<file path="config.mk">
export PLATFORM = sky130hd
export DESIGN_NAME = sync_header_frame_deframer
export DESIGN_NICKNAME = d
export VERILOG_FILES = /design/src/hw/rtl/shfd_pkg.sv /design/src/hw/rtl/shfd_ram.sv /design/src/hw/rtl/sync_header_frame_deframer.sv
export SDC_FILE = /design/constraint.sdc
export NUM_CORES = 2
export LEC_CHECK = 0
export ABC_AREA = 0
export BUFFER_PORTS_ARGS = -buffer_cell sky130_fd_sc_hd__buf_2
export CORE_MARGIN = 2
export CORE_UTILIZATION = 25
export CTS_BUF_LIST = sky130_fd_sc_hd__clkbuf_4 sky130_fd_sc_hd__clkbuf_8
export CTS_CLUSTER_SIZE = 8
export DETAILED_ROUTE_END_ITERATION = 6
export GPL_TIMING_DRIVEN = 0
export PLACE_DENSITY_LB_ADDON = 0.2
export RECOVER_POWER = 25
export SLEW_MARGIN = 10
export SYNTH_ARGS = -nofsm -noshare
export SYNTH_HDL_FRONTEND = slang
export SYNTH_SLANG_ARGS = --single-unit
</file>
<file path="constraint.sdc">
create_clock -name clk -period 7 [get_ports clk]
set_input_delay 0.35 -clock clk [delete_from_list [all_inputs] [get_ports clk]]
set_output_delay 0.35 -clock clk [all_outputs]
set_load 0.03 [all_outputs]
</file>
<file path="src/hw/rtl/shfd_pkg.sv">
// ----------------------------------------------------------------------------
// shfd_pkg
// Types and constants shared by the sync header frame deframer.
// ----------------------------------------------------------------------------
package shfd_pkg;

  localparam int DEF_BUFFER_DEPTH = 256;
  localparam int MAX_PAYLOAD      = 64;

  localparam logic [15:0] SYNC_WORD_RST = 16'hAA55;
  localparam logic [7:0]  CLEAR_THR_RST = 8'd200;

  // frame is sync (2), type, length, payload, checksum
  localparam int MIN_FRAME = 5;
  localparam int HDR_BYTES = 4;

  localparam int CFG_AW = 1;
  localparam int CFG_DW = 16;
  localparam logic [CFG_AW-1:0] REG_SYNC_WORD = 1'd0;
  localparam logic [CFG_AW-1:0] REG_CLEAR_THR = 1'd1;

  typedef enum logic [3:0] {
    ST_IDLE,
    ST_CHK,
    ST_A0,
    ST_A1,
    ST_A2,
    ST_A3,
    ST_C0,
    ST_C1,
    ST_E0,
    ST_E1,
    ST_FIN,
    ST_END
  } state_t;

endpackage

</file>
<file path="src/hw/rtl/shfd_ram.sv">
// ----------------------------------------------------------------------------
// shfd_ram
// Generic single-write, single-read RAM with registered read data.
// ----------------------------------------------------------------------------
module shfd_ram #(
  parameter int WIDTH = 8,
  parameter int DEPTH = 256
) (
  input  logic                     clk,
  input  logic                     we,
  input  logic [$clog2(DEPTH)-1:0] waddr,
  input  logic [WIDTH-1:0]         wdata,
  input  logic [$clog2(DEPTH)-1:0] raddr,
  output logic [WIDTH-1:0]         rdata
);

  logic [WIDTH-1:0] mem [DEPTH];

  always_ff @(posedge clk) begin
    if (we) begin
      mem[waddr] <= wdata;
    end
    rdata <= mem[raddr];
  end

endmodule

</file>
<file path="src/hw/rtl/sync_header_frame_deframer.sv">
// ----------------------------------------------------------------------------
// sync_header_frame_deframer
// Byte stream deframer: sync word, type, length, payload, XOR checksum.
// ----------------------------------------------------------------------------
// Usage:
//   in_*  : one received byte per request (tdata[7:0]).
//   out_* : one result per payload byte of an accepted frame, or a single
//           result for an empty or oversized payload; tlast marks the last.
//   cfg_* : write sync word (index 0) and clear threshold (index 1) while idle.
// Bytes sit in a circular buffer RAM (one read port, registered data). After
// each byte the sequencer rescans from the oldest byte: two reads per sync
// compare, a length read, then a read and an XOR step (C0, C1) per
// checksummed byte and a read and an output step (E0, E1) per emitted
// payload byte. in_tready is high only while idle, so no new byte is taken
// while a rescan runs.
// Results sit in an output register; a stalled receiver holds the sequencer
// before the next result is loaded, and the next byte may be taken while the
// final result of a frame still waits. Reset empties the buffer at once (fill
// count and head pointer only) and loads the register defaults.
// ----------------------------------------------------------------------------
module sync_header_frame_deframer
  import shfd_pkg::*;
#(
  parameter int BUFFER_DEPTH = DEF_BUFFER_DEPTH
) (
  input  logic              clk,
  input  logic              rst_n,
  input  logic              in_tvalid,
  output logic              in_tready,
  input  logic [7:0]        in_tdata,   // rx_byte
  output logic              out_tvalid,
  input  logic              out_tready,
  // frame_type[7:0], payload_length[15:8], payload_present[16],
  // payload_byte[24:17], byte_index[30:25], zero[31]
  output logic [31:0]       out_tdata,
  output logic              out_tlast,
  input  logic              cfg_wr_en,
  input  logic [CFG_AW-1:0] cfg_addr,
  input  logic [CFG_DW-1:0] cfg_wdata
);

  localparam int AW = $clog2(BUFFER_DEPTH);
  localparam int FW = $clog2(BUFFER_DEPTH + 1);
  localparam int SW = ((FW > 8) ? FW : 8) + 2;

  state_t state_r, state_nxt;

  logic [15:0]   sync_r;
  logic [7:0]    thr_r;
  logic [FW-1:0] fill_r, fill_nxt;
  logic [AW-1:0] head_r, head_nxt;
  logic [SW-1:0] pos_r, pos_nxt;
  logic [8:0]    k_r, k_nxt;
  logic [7:0]    b0_r, b0_nxt;
  logic [7:0]    len_r, len_nxt;
  logic [7:0]    type_r, type_nxt;
  logic [7:0]    cs_r, cs_nxt;
  logic          out_valid_r, out_valid_nxt;
  logic [31:0]   out_data_r, out_data_nxt;
  logic          out_last_r, out_last_nxt;

  logic          ram_we;
  logic [AW-1:0] ram_waddr, ram_raddr;
  logic [7:0]    ram_rdata;
  logic [SW-1:0] rd_off;
  logic [SW-1:0] fill_ext;
  logic [SW-1:0] frame_end;
  logic          in_acc, slot_free, empty_pl, last_res;

  function automatic logic [AW-1:0] phys(input logic [AW-1:0] head,
                                         input logic [SW-1:0] off);
    logic [AW+1:0] s;
    s = {2'b00, head} + (AW+2)'(off[AW:0]);
    if (s >= (AW+2)'(BUFFER_DEPTH)) begin
      s = s - (AW+2)'(BUFFER_DEPTH);
    end
    return s[AW-1:0];
  endfunction

  shfd_ram #(
    .WIDTH (8),
    .DEPTH (BUFFER_DEPTH)
  ) u_ram (
    .clk   (clk),
    .we    (ram_we),
    .waddr (ram_waddr),
    .wdata (in_tdata),
    .raddr (ram_raddr),
    .rdata (ram_rdata)
  );

  assign in_tready  = (state_r == ST_IDLE);
  assign in_acc     = in_tvalid && in_tready;
  assign out_tvalid = out_valid_r;
  assign out_tdata  = out_data_r;
  assign out_tlast  = out_last_r;

  assign fill_ext  = SW'(fill_r);
  assign frame_end = pos_r + SW'(MIN_FRAME) + SW'(len_r);
  assign slot_free = !out_valid_r || out_tready;
  assign empty_pl  = (len_r == 8'd0) || (len_r > 8'(MAX_PAYLOAD));
  assign last_res  = empty_pl || ((k_r + 9'd1) == {1'b0, len_r});

  // append the new byte behind the newest one unless full
  assign ram_we    = in_acc && (fill_ext < SW'(BUFFER_DEPTH));
  assign ram_waddr = phys(head_r, fill_ext);
  assign ram_raddr = phys(head_r, rd_off);

  always_comb begin
    case (state_r)
      ST_A1:   rd_off = pos_r + SW'(1);
      ST_A2:   rd_off = pos_r + SW'(3);
      ST_C0:   rd_off = pos_r + SW'(k_r);
      ST_E0,
      ST_E1:   rd_off = pos_r + SW'(HDR_BYTES) + SW'(k_r);
      default: rd_off = pos_r;
    endcase
  end

  // next state
  always_comb begin
    state_nxt = state_r;
    case (state_r)
      ST_IDLE: if (in_acc) state_nxt = ST_CHK;
      ST_CHK:  state_nxt = (fill_ext >= SW'(MIN_FRAME)) ? ST_A0 : ST_END;
      ST_A0:   state_nxt = (pos_r + SW'(HDR_BYTES) > fill_ext) ? ST_END : ST_A1;
      ST_A1:   state_nxt = ST_A2;
      ST_A2:   state_nxt = ({ram_rdata, b0_r} == sync_r) ? ST_A3 : ST_A0;
      ST_A3: begin
        if (pos_r + SW'(MIN_FRAME) + SW'(ram_rdata) > fill_ext) begin
          state_nxt = ST_END;
        end else begin
          state_nxt = ST_C0;
        end
      end
      ST_C0:   state_nxt = ST_C1;
      ST_C1: begin
        if (k_r == 9'(HDR_BYTES) + {1'b0, len_r}) begin
          state_nxt = (cs_r == ram_rdata) ? ST_E0 : ST_A0;
        end else begin
          state_nxt = ST_C0;
        end
      end
      ST_E0:   state_nxt = ST_E1;
      ST_E1: begin
        if (slot_free) state_nxt = last_res ? ST_FIN : ST_E0;
      end
      ST_FIN:  state_nxt = ST_IDLE;
      ST_END:  state_nxt = ST_IDLE;
      default: state_nxt = ST_IDLE;
    endcase
  end

  // datapath
  always_comb begin
    fill_nxt      = fill_r;
    head_nxt      = head_r;
    pos_nxt       = pos_r;
    k_nxt         = k_r;
    b0_nxt        = b0_r;
    len_nxt       = len_r;
    type_nxt      = type_r;
    cs_nxt        = cs_r;
    out_valid_nxt = out_valid_r && !out_tready;
    out_data_nxt  = out_data_r;
    out_last_nxt  = out_last_r;
    case (state_r)
      ST_IDLE: if (ram_we) fill_nxt = fill_r + FW'(1);
      ST_CHK:  pos_nxt = '0;
      ST_A1:   b0_nxt = ram_rdata;
      ST_A2:   if ({ram_rdata, b0_r} != sync_r) pos_nxt = pos_r + SW'(1);
      ST_A3: begin
        len_nxt = ram_rdata;
        k_nxt   = '0;
        cs_nxt  = '0;
      end
      ST_C1: begin
        if (k_r == 9'(HDR_BYTES) + {1'b0, len_r}) begin
          k_nxt = '0;
          // bad checksum: resume the hunt one byte later
          if (cs_r != ram_rdata) pos_nxt = pos_r + SW'(1);
        end else begin
          cs_nxt = cs_r ^ ram_rdata;
          if (k_r == 9'd2) type_nxt = ram_rdata;
          k_nxt = k_r + 9'd1;
        end
      end
      ST_E1: begin
        if (slot_free) begin
          out_valid_nxt = 1'b1;
          out_last_nxt  = last_res;
          out_data_nxt  = {1'b0,
                           empty_pl ? 6'd0 : k_r[5:0],
                           empty_pl ? 8'd0 : ram_rdata,
                           !empty_pl,
                           len_r,
                           type_r};
          k_nxt = k_r + 9'd1;
        end
      end
      ST_FIN: begin
        // drop everything through the checksum byte
        head_nxt = phys(head_r, frame_end);
        fill_nxt = fill_r - FW'(frame_end);
      end
      ST_END: begin
        if (fill_ext > SW'(thr_r)) begin
          fill_nxt = '0;
          head_nxt = '0;
        end
      end
      default: ;
    endcase
  end

  always_ff @(posedge clk) begin
    if (!rst_n) begin
      state_r     <= ST_IDLE;
      sync_r      <= SYNC_WORD_RST;
      thr_r       <= CLEAR_THR_RST;
      fill_r      <= '0;
      head_r      <= '0;
      out_valid_r <= 1'b0;
    end else begin
      state_r     <= state_nxt;
      fill_r      <= fill_nxt;
      head_r      <= head_nxt;
      out_valid_r <= out_valid_nxt;
      if (cfg_wr_en) begin
        case (cfg_addr)
          REG_SYNC_WORD: sync_r <= cfg_wdata;
          REG_CLEAR_THR: thr_r  <= cfg_wdata[7:0];
          default: ;
        endcase
      end
    end
  end

  always_ff @(posedge clk) begin
    pos_r      <= pos_nxt;
    k_r        <= k_nxt;
    b0_r       <= b0_nxt;
    len_r      <= len_nxt;
    type_r     <= type_nxt;
    cs_r       <= cs_nxt;
    out_data_r <= out_data_nxt;
    out_last_r <= out_last_nxt;
  end

  a_fill_bound: assert property (@(posedge clk) disable iff (!rst_n)
    fill_r <= FW'(BUFFER_DEPTH))
    else $error("fill count beyond buffer depth");

  a_empty_single: assert property (@(posedge clk) disable iff (!rst_n)
    out_valid_r && !out_data_r[16] |-> out_last_r && (out_data_r[30:25] == 6'd0))
    else $error("empty payload result is not a single last item");

  a_no_overwrite: assert property (@(posedge clk) disable iff (!rst_n)
    out_valid_r && !out_tready |=> $stable(out_data_r) && $stable(out_last_r))
    else $error("pending result overwritten");

endmodule

</file>
Word level (Yosys, flattened, before mapping)
Memories as Yosys holds them, arrays and structs flattened. A register that Yosys moved wholly into a read port is not among the register bits.
Index checks and enable logic that the tools add are counted.
Storage, ports and cells
  bits in registers: 130
  bits in writable memories: 2048
  input port bits: 30
  output and inout port bits: 35
  memories: 1
Memories
  u_ram.mem: depth 256, width 8, rd ports 1, clocked after memory_dff 1, wr ports 1, RTL line shfd_ram.sv:17  | logic [WIDTH-1:0] mem [DEPTH];
Cells by class
  add/sub/neg operators: 18
  order comparisons: 9
  equality and inequality tests: 26
  multiplexer cells: 32
  bitwise operators: 3
  reduce and logical (&&, ||, !) cells: 27
Operators by type and width (number)
  9-bit case mux with 3 select lines: 2
  8-bit 2-to-1 mux: 5
  4-bit case mux with 10 select lines: 1
  9-bit 2-to-1 mux: 4
  9-bit case mux with 4 select lines: 1
  11-bit 2-to-1 mux: 3
  11-bit case mux with 3 select lines: 1
  8-bit case mux with 2 select lines: 2
  8-bit by 9-bit adder with 10-bit output: 3
  10-bit by 9-bit >= comparator with 1-bit output, second input constant: 3
  4-bit 2-to-1 mux: 7
  8-bit by 1-bit subtractor with 8-bit output, second input constant: 3
  11-bit by 3-bit adder with 11-bit output, second input constant: 2
  11-bit by 9-bit > comparator with 1-bit output: 2
  9-bit by 1-bit adder with 9-bit output, second input constant: 2
  9-bit adder: 2
  16-bit == test: 1
  4-bit by 3-bit == test with 1-bit output, second input constant: 4
  4-bit == test, second input constant: 4
  16-bit inequality test: 1
  2-bit AND reduction: 7
  2-bit inequality test, second input constant: 6
  11-bit by 1-bit adder with 11-bit output, second input constant: 1
  11-bit by 8-bit adder with 11-bit output: 1
  other kinds (31): 47

Logic depth before layout (Yosys ltp)
  word-level depth: 6
  mapped depth: 24
  gate-level depth less buffers: 20

Modules after synthesis
A second synthesis with hierarchy kept.
Second synthesis, totals
  cells, all modules: 4710
  area total of the unflattened synthesis: 88671.3 µm²
Modules (own cells, without submodules)
  shfd_ram: instances 1, cells each 3733, area each 79556.3 µm², sequential area each 61659.1 µm²
  sync_header_frame_deframer: instances 1, cells each 977, area each 9115.0 µm², sequential area each 3443.3 µm²

Worst setup path before layout
No wires, ideal clock.
  kind: reg2reg
  from: reg state_r[2]
  to: reg u_ram.rdata[5] (read register of u_ram.mem)
  setup time: 0.072 ns
  data arrival time: 4.377 ns
  required time: 6.928 ns
  slack: 2.552 ns
  stages on the path, launching flop included: 24
  path buffers: 4
  clock period less this slack: 4.448 ns
  path through: dfxtp_1 > buf_2 > or2_2 > buf_2 > nor2_4 > xnor2_1 > ha_1 > a21o_1 > a21oi_1 > o21bai_1 > a21oi_1 > xor2_1 > o21ai_0 > mux2_2 > ha_1 > inv_1 > or4_1 > nand3_2 > nand2b_1 > buf_6 > buf_6 > o32a_1 > and3_1 > mux2i_1
On the way
  cells in the longest elaborated chain, start to end: 6
  elaborated cells on any way between the ends: 11
  those cells by class: add/sub: 2; order compare: 1; eq/ne: 5; mux: 2; reduce/logical: 1
RTL lines
  start: declaration: RTL line sync_header_frame_deframer.sv:46  | state_t state_r, state_nxt;
  start signal: assignment: RTL line sync_header_frame_deframer.sv:225  | state_r <= state_nxt;
  4-bit == test: RTL line sync_header_frame_deframer.sv:110  | case (state_r)
  2-bit OR reduction: RTL line sync_header_frame_deframer.sv:110
  9-bit case mux with 4 select lines *: RTL line sync_header_frame_deframer.sv:110
  8-bit by 9-bit adder with 10-bit output *: RTL line sync_header_frame_deframer.sv:73  | s = {2'b00, head} + (AW+2)'(off[AW:0]);
  8-bit by 1-bit subtractor with 8-bit output / 10-bit by 9-bit >= comparator with 1-bit output (equally long branches): RTL line sync_header_frame_deframer.sv:75, sync_header_frame_deframer.sv:74
  8-bit 2-to-1 mux *: RTL line sync_header_frame_deframer.sv:74  | if (s >= (AW+2)'(BUFFER_DEPTH)) begin
  end: declaration: RTL line shfd_ram.sv:14  | output logic [WIDTH-1:0] rdata
Every way passes the cells marked *; elsewhere a longest branch is shown, timed or not.
A chain may end at the register's enable or synchronous reset.

Worst setup path after layout
  from: reg pos_r[0]
  to: reg u_ram.rdata[2] (read register of u_ram.mem)
On the way
  cells in the longest elaborated chain, start to end: 6
  elaborated cells on any way between the ends: 10
  those cells by class: add/sub: 7; order compare: 1; mux: 2
RTL lines
  start: declaration: RTL line sync_header_frame_deframer.sv:52  | logic [SW-1:0] pos_r, pos_nxt;
  start signal: assignment: RTL line sync_header_frame_deframer.sv:240  | pos_r <= pos_nxt;
  11-bit by 3-bit adder with 11-bit output
  9-bit adder: RTL line sync_header_frame_deframer.sv:115  | ST_E1: rd_off = pos_r + SW'(HDR_BYTES) + SW'(k_r);
  9-bit case mux with 4 select lines *: RTL line sync_header_frame_deframer.sv:110
  8-bit by 9-bit adder with 10-bit output *: RTL line sync_header_frame_deframer.sv:73
  8-bit by 1-bit subtractor with 8-bit output / 10-bit by 9-bit >= comparator with 1-bit output (equally long branches): RTL line sync_header_frame_deframer.sv:75, sync_header_frame_deframer.sv:74
  8-bit 2-to-1 mux *: RTL line sync_header_frame_deframer.sv:74
Marks and branches as above.

==> summary.txt <==
Run status
  • Status: finished with violations
  • Failing checks: max-capacitance violations, max-slew violations

Clock network
  • Num CTS Buffers: 379
  • Root Driver: clkbuf_8
  • TritonCTS clock tree: built
  • Num Clock Sinks: 2186
  • Worst-path clk slew: 0.05 ns
  • Clk_lat worst skew: 1.02 ns
  • CTS Buffer Depth: 4
  • CTS H-Tree Depth: 5
  • Post-CTS Setup Repair Bufs: 0

Route
  • Final WL: 286000 um
  • Drt first-iter violations: 5074
  • Average routed wire per standard cell: 27.6 um
  • Vias/cell: 4.65
  • Router iterations before antenna repair: 6
  • Post-detailed-route count of antenna-violating nets: 0
  • DR vias: 48161
  • # DRC: 0

Worst hold path
  • Worst min-delay path class: in -> reg

Placed design
  • Inst Count DP: 9597
  • Detailed Place HPWL: 189000 um
  • Port Buffers: 63
  • Gpl congestion: 0.824

Synth
  • Number of distinct library cells after synthesis: 88
  • Cells after Synth: 4765
  • Synth top cells by count: edfxtp_1, mux4_2, nand2_1
  • Post-synth EDFFs: 2132
  • Syn. warnings: 0
  • Syn Area/Cell: 18.7 sq um
  • Yosys reg bits: 2186
  • Cell accounting for the most synthesized area: edfxtp_1
  • Post-synth ARST share: 0
  • Yosys top cell area share: 0.719
  • Synth area leaders: edfxtp_1, mux4_2, nand2_1, nor2_1, mux2i_1
  • Seq/Total Area, Yosys: 0.731
  • Most common cell in the synthesized netlist: edfxtp_1
  • Synth Flop Type: edfxtp_1
  • Post-Syn Area: 0.0890 sq mm
  • Syn nets: 4889

Setup path
  • Slowest cell on the critical path: clkbuf_1
  • Bufs and invs on worst path: 6
  • Crit path largest cell delay: 0.62 ns
  • Cells along the critical path: clkbuf_1 > inv_1 > ha_1 > nand2_1 > a31oi_1 > o221ai_1 > inv_1 > fa_1 > buf_2 > buf_4 > clkbuf_1 > mux4_2 > nand2_1 > nand4_1 > nand4_1 > o32a_1 > and3_1 > mux2i_1
  • Crit path DAT: 7.55 ns
  • CP top delay family: buffers and inverters
  • Worst Setup End Kind: register
  • CP Launch Type: register
  • Crit Path Max Fanout: 11
  • Critical Path RT: 7.73 ns
  • Critical path type: reg -> reg

GRT
  • Largest net degree at the start of global routing: 149
  • Antenna violations before repair: 28
  • All-Layer GR Usage: 0.154
  • Total global routing overflow: 0
  • Via count of the first global-routing pass: 49081
  • First-pass GRT wire length: 393000 um

Floorplan
  • Die W: 601 um
  • Core Area: 0.355 sq mm
  • Die area: 0.361 sq mm
  • Initial core utilization: 0.251
  • IO Count: 65
  • Die height: 601 um
  • FP Rows: 219

Power and ir drop
  • Net switching power: 18.5 mW
  • Leak pwr: 32.6 nW
  • Internal power: 28.0 mW
  • Switching share of power: 0.398
  • Clk pwr share: 0.247
  • Sequential share of power: 0.317
  • VDD IR max: 0.000238 V
  • Power density over cell area: 450 mW/mm^2
  • Power share of the combinational group: 0.436

STA
  • Slew @ Worst Pin: 5.51 ns
  • Clock Skew: 0.107 ns
  • Achievable Freq: 0.147 GHz
  • Fin. max-slew vios: 1498
  • Hold_ws: 0.190 ns
  • Rel. slew slack: -2.68
  • Minimum clock period: 6.82 ns
  • Final setup fails: 0
  • Final Hold Fails: 0
  • Final Cycle Share: 0.975

Job
  • Maxcap violations: 17

Cells and area
  • Final core utilization: 0.291
  • Layout cell share with drive strength beyond 1: 0.246
  • # nets final: 5392
  • Synth-to-layout area growth: 16.2%
  • Post-route insts no fill: 10360
-- worst reg2reg max path, stage by stage (launching register included) --
cell and delay, ns:
edfxtp_1 0.41, clkbuf_1 0.39, inv_1 0.32, ha_1 0.52
nand2_1 0.11, a31oi_1 0.08, o221ai_1 0.43, inv_1 0.11
fa_1 0.50, buf_2 0.28, buf_4 0.42, clkbuf_1 0.63
mux4_2 0.43, nand2_1 0.11, nand4_1 0.21, nand4_1 0.34
o32a_1 0.62, and3_1 0.43, mux2i_1 0.28
-- power groups by stage --
stage | clock network [mW] | registers, mW | logic [mW]
after floorplan | 0 | 15.0 | 11.6
after global placement | 0 | 15.1 | 20.2
after detailed placement | 0 | 15.0 | 20.2
after CTS | 11.8 | 14.7 | 20.3
after global routing | 12.3 | 14.8 | 21.3
final | 11.5 | 14.8 | 20.3
-- path summary, 6_finish.rpt --
check | cells after the start | from | slack (ns) | endpoint
max | 18 | pos_r[0]$_SDFFCE_PN0P_ | 0.18 | u_ram.rdata[2]$_DFF_P_
max reg2reg | 18 | pos_r[0]$_SDFFCE_PN0P_ | 0.18 | u_ram.rdata[2]$_DFF_P_
min | 4 | cfg_wdata[13] | 0.19 | sync_r[13]$_SDFFE_PN1P_
min reg2reg | 0 | type_r[6]$_DFFE_PP_ | 0.42 | out_tdata[6]$_DFFE_PP_
-- cell families (layout without fill, tap and decap cells) --
logic type                 count (synthesis)  after routing  synth area share
DFF                                     2186           2186             0.731
muxes                                    624            624             0.142
other                                      1             43         0.0000421
AOI/OAI and AO/OA                        314            314            0.0270
adders and majority gates                 94             94            0.0138
xor gates and xnor gates                 127            127            0.0132
and+or+nand+nor                         1100           1100            0.0547
buffers and inverters                    319           1121            0.0177
-- registers in the layout, summed over array words and instances (netlist names) --
signal / flops
thr_r: 8
b0_r: 8
fill_r: 9
pos_r: 11
sync_r: 16
len_r: 8
state_r: 4
cs_r: 8
u_ram.rdata: 8
head_r: 8
out_tlast: 1
k_r: 9
out_tvalid: 1
out_tdata: 31
type_r: 8
u_ram.mem: 2048
-- cell type report --
type | count | area (sq um)
clock inverter | 158 | 896
inverter | 56 | 214
antenna | 42 | 105
timing repair buffer | 123 | 958
clock buffer | 522 | 6360
tap | 4751 | 5940
multi-input combinational | 2260 | 22500
fill | 35323 | 252000
sequential | 2186 | 65100
buffer | 262 | 1400
-- routing by layer --
layer	global-route usage	vias to the layer above	share of wire
li1	-	20311	-
met3	0.0276	430	0.063
met1	0.216	25664	0.45
met2	0.243	1754	0.46
met4	0.0475	2	0.029
met5	0	-	0.000046
-- through the flow --
| step | worst slack (ns) | TNS [ns] | instance area, sq um | power, mW |
|---|---|---|---|---|
| floorplan | 2.55 | 0 | 89000 | 26.6 |
| global placement | -0.846 | -5.42 | 95300 | 35.3 |
| detailed placement | -0.627 | -3.85 | 95900 | 35.2 |
| CTS | 0.0285 | 0 | 104000 | 46.9 |
| global route | -0.0809 | -0.160 | 103000 | 48.3 |
| finish | 0.176 | 0 | 103000 | 46.5 |
-- placed cells by master (no fill, tap or decap), drive strengths merged, types with 62 or more instances in the layout --
cell / netlist / layout
edfxtp: 2132 / 2132
mux2i: 110 / 110
xnor2: 64 / 64
ha: 87 / 87
nor2: 368 / 368
mux4: 512 / 512
clkinv: 1 / 138
a21oi: 69 / 69
buf: 172 / 230
clkbuf: 91 / 634
nand2: 436 / 436
inv: 55 / 62
nand4: 97 / 97
xor2: 63 / 63
-- timing repair --
item | in CTS | in global routing
pin swaps | 0 | 1
setup endpoints to repair | 8 | 8
resized for setup | 18 | 21
hold endpoints to repair | 539 | 0
hold buffers | 42 | 0
Power figures use the tool's default switching activity.
